## src/hdl/gar_pkg.sv

```systemverilog
`default_nettype none

package gar_pkg;

    localparam int OP_W  = 2;
    localparam int VTX_W = 6;
    localparam int NUM_W = 7;
    localparam int CNT_W = 11;
    localparam int ST_W  = 2;

    typedef enum logic [OP_W-1:0] {
        OP_INSERT = 2'd0,
        OP_REMOVE = 2'd1,
        OP_QUERY  = 2'd2,
        OP_CLEAR  = 2'd3
    } t_op;

    typedef enum logic [ST_W-1:0] {
        ST_DONE      = 2'd0,
        ST_NO_CHANGE = 2'd1,
        ST_RANGE     = 2'd2
    } t_status;

    typedef enum logic [2:0] {
        S_IDLE,
        S_EDGE_CHK,
        S_EDGE_WB,
        S_PICK,
        S_EXPAND
    } t_state;

    // adjacency store commands
    typedef struct packed {
        logic rd;
        logic wr;
        logic clr;
    } t_adj_ctl;

endpackage

`default_nettype wire

```

## src/hdl/gar_ram.sv

```systemverilog
`default_nettype none

module gar_ram #(
    parameter int WIDTH = 64,
    parameter int DEPTH = 64
) (
    input  wire logic                     i_clk,
    input  wire logic                     i_we,
    input  wire logic [$clog2(DEPTH)-1:0] i_waddr,
    input  wire logic [WIDTH-1:0]         i_wdata,
    input  wire logic                     i_re,
    input  wire logic [$clog2(DEPTH)-1:0] i_raddr,
    output logic      [WIDTH-1:0]         o_rdata
);

    logic [WIDTH-1:0] r_mem [DEPTH];
    logic [WIDTH-1:0] r_q;

    always_ff @(posedge i_clk) begin
        if (i_we) begin
            r_mem[i_waddr] <= i_wdata;
        end
        if (i_re) begin
            r_q <= r_mem[i_raddr];
        end
    end

    assign o_rdata = r_q;

endmodule

`default_nettype wire

```

## src/hdl/gar_adj_store.sv

```systemverilog
`default_nettype none

module gar_adj_store import gar_pkg::*; #(
    parameter int NV = 64
) (
    input  wire logic                  i_clk,
    input  wire logic                  i_rst_n,
    input  wire t_adj_ctl              i_ctl,
    input  wire logic [$clog2(NV)-1:0] i_rd_addr,
    input  wire logic [$clog2(NV)-1:0] i_wr_addr,
    input  wire logic [NV-1:0]         i_wr_data,
    output logic      [NV-1:0]         o_rd_data
);

    logic [NV-1:0] r_valid;
    logic          r_rd_vld;
    logic [NV-1:0] w_ram_q;

    // a row never written since the last clear reads as empty
    always_ff @(posedge i_clk) begin
        if (!i_rst_n) begin
            r_valid  <= '0;
            r_rd_vld <= 1'b0;
        end else begin
            if (i_ctl.clr) begin
                r_valid <= '0;
            end else if (i_ctl.wr) begin
                r_valid[i_wr_addr] <= 1'b1;
            end
            if (i_ctl.rd) begin
                r_rd_vld <= r_valid[i_rd_addr];
            end
        end
    end

    gar_ram #(
        .WIDTH(NV),
        .DEPTH(NV)
    ) u_rows (
        .i_clk  (i_clk),
        .i_we   (i_ctl.wr),
        .i_waddr(i_wr_addr),
        .i_wdata(i_wr_data),
        .i_re   (i_ctl.rd),
        .i_raddr(i_rd_addr),
        .o_rdata(w_ram_q)
    );

    assign o_rd_data = r_rd_vld ? w_ram_q : '0;

endmodule

`default_nettype wire

```

## config.mk

```make
export PLATFORM = sky130hd
export DESIGN_NAME = gar_adj_store
export DESIGN_NICKNAME = d
export VERILOG_FILES = /design/src/hdl/gar_pkg.sv /design/src/hdl/gar_ram.sv /design/src/hdl/gar_adj_store.sv
export SDC_FILE = /design/constraint.sdc
export NUM_CORES = 2
export LEC_CHECK = 0
export BUFFER_PORTS_ARGS = -buffer_cell sky130_fd_sc_hd__buf_2
export CAP_MARGIN = 20
export CORE_ASPECT_RATIO = 1.1
export CORE_MARGIN = 2
export CORE_UTILIZATION = 50
export DETAILED_ROUTE_END_ITERATION = 8
export GPL_ROUTABILITY_DRIVEN = 0
export PLACE_DENSITY = 0.65
export SLEW_MARGIN = 20
export SYNTH_ARGS = -nofsm -noshare
export SYNTH_HDL_FRONTEND = slang
export SYNTH_HIERARCHICAL = 1
export SYNTH_SLANG_ARGS = --single-unit
```

## constraint.sdc

```tcl
create_clock -name i_clk -period 13.8 [get_ports i_clk]
set_input_delay 0.69 -clock i_clk [delete_from_list [all_inputs] [get_ports i_clk]]
set_output_delay 0.69 -clock i_clk [all_outputs]
set_load 0.05 [all_outputs]
```

==> metrics.md <==
| Metric | Value |
|---|---|
| Clk sinks | `4225` |
| PortBufs | `144` |
| GRT Total Usage | `27.5%` |
| Syn Std Cell Area | `160000 um^2` |
| Required time worst endpoint | `14.41 ns` |
| Worst path max stage delay | `0.94 ns` |
| RSZ-0062 raised after global routing | `no` |
| Critical Path AT | `5.46 ns` |
| Post-synth top flop | `edfxtp_1` |
| Initial antenna violation count | `39` |
| Fill cell count | `23100` |
| Run status | `completed` |
| Power Dens Cells | `148 nW/um^2` |
| Setup TNS | `0 ns` |
| Final Hold Viols | `0` |
| Slew Limit Fails | `0` |
| Static leakage | `56.1 nW` |
| Detailed Place HPWL | `239 mm` |
| Placed cells | `11200` |
| Period minus WS final | `4.85 ns` |
| Clock skew | `0.0530 ns` |
| Cts hold-fix bufs | `0` |
| Post-Syn Instances | `6961` |
| Total Wirelength | `448 mm` |
| CTS root buffer | `clkbuf_16` |
| Relative slew slack | `20.5%` |
| Via density | `6.64` |
| Share of layout cells above drive strength 1 | `27.1%` |
| Mux cell area share after synthesis | `15.5%` |
| HP Class | `input port to register` |
| Post-synthesis adder-cell area fraction | `0%` |
| Setup violators final | `0` |
| First-pass GRT wire length | `619 mm` |
| Most common cell after layout, fill and taps aside | `edfxtp_1` |
| Fmax | `206 MHz` |
| Worst-Margin Slew | `1.19 ns` |
| Synth Area in Compound Gates | `2.68%` |
| Main combinational cell family by area after synthesis | `multiplexers` |
| Drt initial violations | `11300` |
| Vias in the first global route | `78900` |
| Largest area contributor in the netlist | `edfxtp_1` |
| Yosys warns | `6` |
| Total grt overflow | `0` |
| Largest net degree at the start of global routing | `124` |
| Die Ht | `597 um` |
| Top area cells in the synthesized netlist | `edfxtp_1 (78%), mux4_2 (14%), mux2i_1 (0.87%), dfxtp_1 (0.81%), a22oi_1 (0.80%)` |
| Std cell rows | `217` |
| Syn nets | `7042` |
| Die Span X | `544 um` |
| Core ar. | `318000 um^2` |
| TritonCTS clock tree | `done` |
| Post-cts gate resize count | `0` |
| Commonest cells after routing, fill and taps aside | `edfxtp_1 (4160), mux4_2 (1028), clkbuf_16 (421), buf_4 (223), a22oi_1 (170)` |
| FFs w/ async S/R, synth | `0%` |
| DIE AREA | `325000 um^2` |
| Fin crit share | `35.2%` |
| Worst setup EP type | `register` |
| Clock Latency Late Sink | `0.91 ns` |
| Final nets | `7428` |
| WL/cell | `37.5 um` |
| Postcts setup bufs | `0` |
| Synth-to-Final Area Change | `12.5%` |
| Worst path cell trace | `buf_8 -> buf_4 -> buf_4 -> buf_4 -> mux4_2 -> or3_1 -> a41oi_1 -> a211oi_1` |
| DR pass1 iterations | `6` |
| Worst VDD drop | `0.119 mV` |
| Crit-path max FO | `70` |
| WS Path Type | `input port to register` |
| CP most frequent cell | `buf_4` |
| Distinct cells, synth | `44` |
| XOR/XNOR Fraction of Synth Area | `0%` |
| Sequential share of the synthesized area | `78.8%` |
| Synth Area in Simple Gates | `1.77%` |
| Family with the most delay on the worst path | `buffers and inverters` |
| Yosys reg bits | `4225` |
| Post-synth EDFFs | `4160` |
| Io pins | `145` |
| CTS Buffer Depth | `4` |
| Initial core utilization | `50.3%` |
| Remaining DRCs | `0` |
| CTS H-tree depth | `5` |
| Post-route ant nets | `0` |
| Via count | `79400` |
| Max-Cap Viols | `0` |
| Finished Layout Cells | `12000` |
| Cts bufs inserted | `409` |
| Critical path launch point type | `input port` |
| Critical path's slowest cell | `buf_4` |
| Buffer and inverter count on the worst path | `4` |
| Clk pin slew, worst setup/hold paths | `0.06 ns` |
| Syn Area/Cell | `23.0 um^2` |
| Synth top area share | `78.0%` |
-- kinds of logic after synthesis --
logic type,Yosys count
and+or+nand+nor,562
AOI/OAI and AO/OA,581
muxes,1179
DFF,4225
buffers and inverters,414
-- flip-flops by register name (all words and copies together) (netlist names) --
signal	count
u_rows/r_mem	4096
r_rd_vld	1
u_rows/o_rdata	64
r_valid	64
-- through the flow --
step                util (%)  power (mW)  cell area (um^2)  hold slack (ns)  worst slack [ns]
floorplan                  -        15.2            160000            0.428              7.67
detailed placement      52.4        15.7            167000            0.452              8.08
CTS                     56.5        26.7            180000           0.0357              8.99
global placement        52.4        15.7            167000            0.442              8.09
global route            56.6        27.3            180000            0.113              8.91
finish                  56.6        26.6            180000            0.105              8.95
-- worst reg2reg max path: cells and delay by family (launching register included) --
kind,cells,cell delay [ns]
AOI/OAI and AO/OA,3,0.87
muxes,2,0.72
DFF,1,0.38
-- power by group --
group	internal [mW]	switching (mW)	leakage (nW)
registers	14.2	0.0539	38.0
clock network	6.40	4.73	6.41
logic	0.426	0.769	11.7
total	21.0	5.56	56.1
-- path summary, 6_finish.rpt --
path                              to  cells after the start  slack, ns           startpoint
setup / recovery  u_rows/o_rdata[24]                      8       8.95         i_rd_addr[1]
hold / removal              r_rd_vld                      2       0.11              i_rst_n
setup reg to reg   u_rows/o_rdata[9]                      5      11.50  u_rows/r_mem[55][9]
hold reg to reg           r_valid[6]                      2       0.46           r_valid[6]
-- routing by layer --
metal	vias to the layer above	global-route usage, %	routed length [um]	part of all wire, %
met3	841	5.05	43200	9.6
met4	30	9.18	16800	3.7
met1	43300	38.0	169000	38
met5	-	0	209	0.047
met2	4646	44.4	219000	49
li1	30600	-	-	-
-- cells in the mapped netlist, types with 3 or more instances --
cell,count
buf_1,24
buf_6,7
a31oi_1,22
nor2b_1,34
o221ai_1,38
and2_1,68
mux2i_1,139
dfxtp_1,65
a22o_1,90
or2_2,28
o21ai_0,3
nor2_1,189
nand2_1,65
nand3_1,47
mux4_1,8
buf_4,34
buf_2,172
mux4_2,1028
or3_1,30
nand4_1,3
o22ai_1,85
and3_1,65
a2bb2oi_1,19
a211oi_1,63
a41oi_1,26
inv_1,20
nor3_1,8
nand2b_1,16
mux2_2,4
edfxtp_1,4160
a22oi_1,170
a21oi_1,60
nand3b_1,4
clkbuf_1,157
-- area by class of cell --
| class | count | area (um^2) | share of cell area, % |
|---|---|---|---|
| Clock buffer | 506 | 10900 | 6.03 |
| Tap cell | 4270 | 5340 | 2.97 |
| Antenna cell | 12 | 30.0 | 0.0167 |
| Multi-Input combinational cell | 2322 | 32500 | 18.0 |
| Inverter | 20 | 75.1 | 0.0417 |
| Timing Repair Buffer | 369 | 2670 | 1.48 |
| Sequential cell | 4225 | 126000 | 70.1 |
| Clock inverter | 234 | 2340 | 1.30 |
Power figures use the tool's default switching activity.
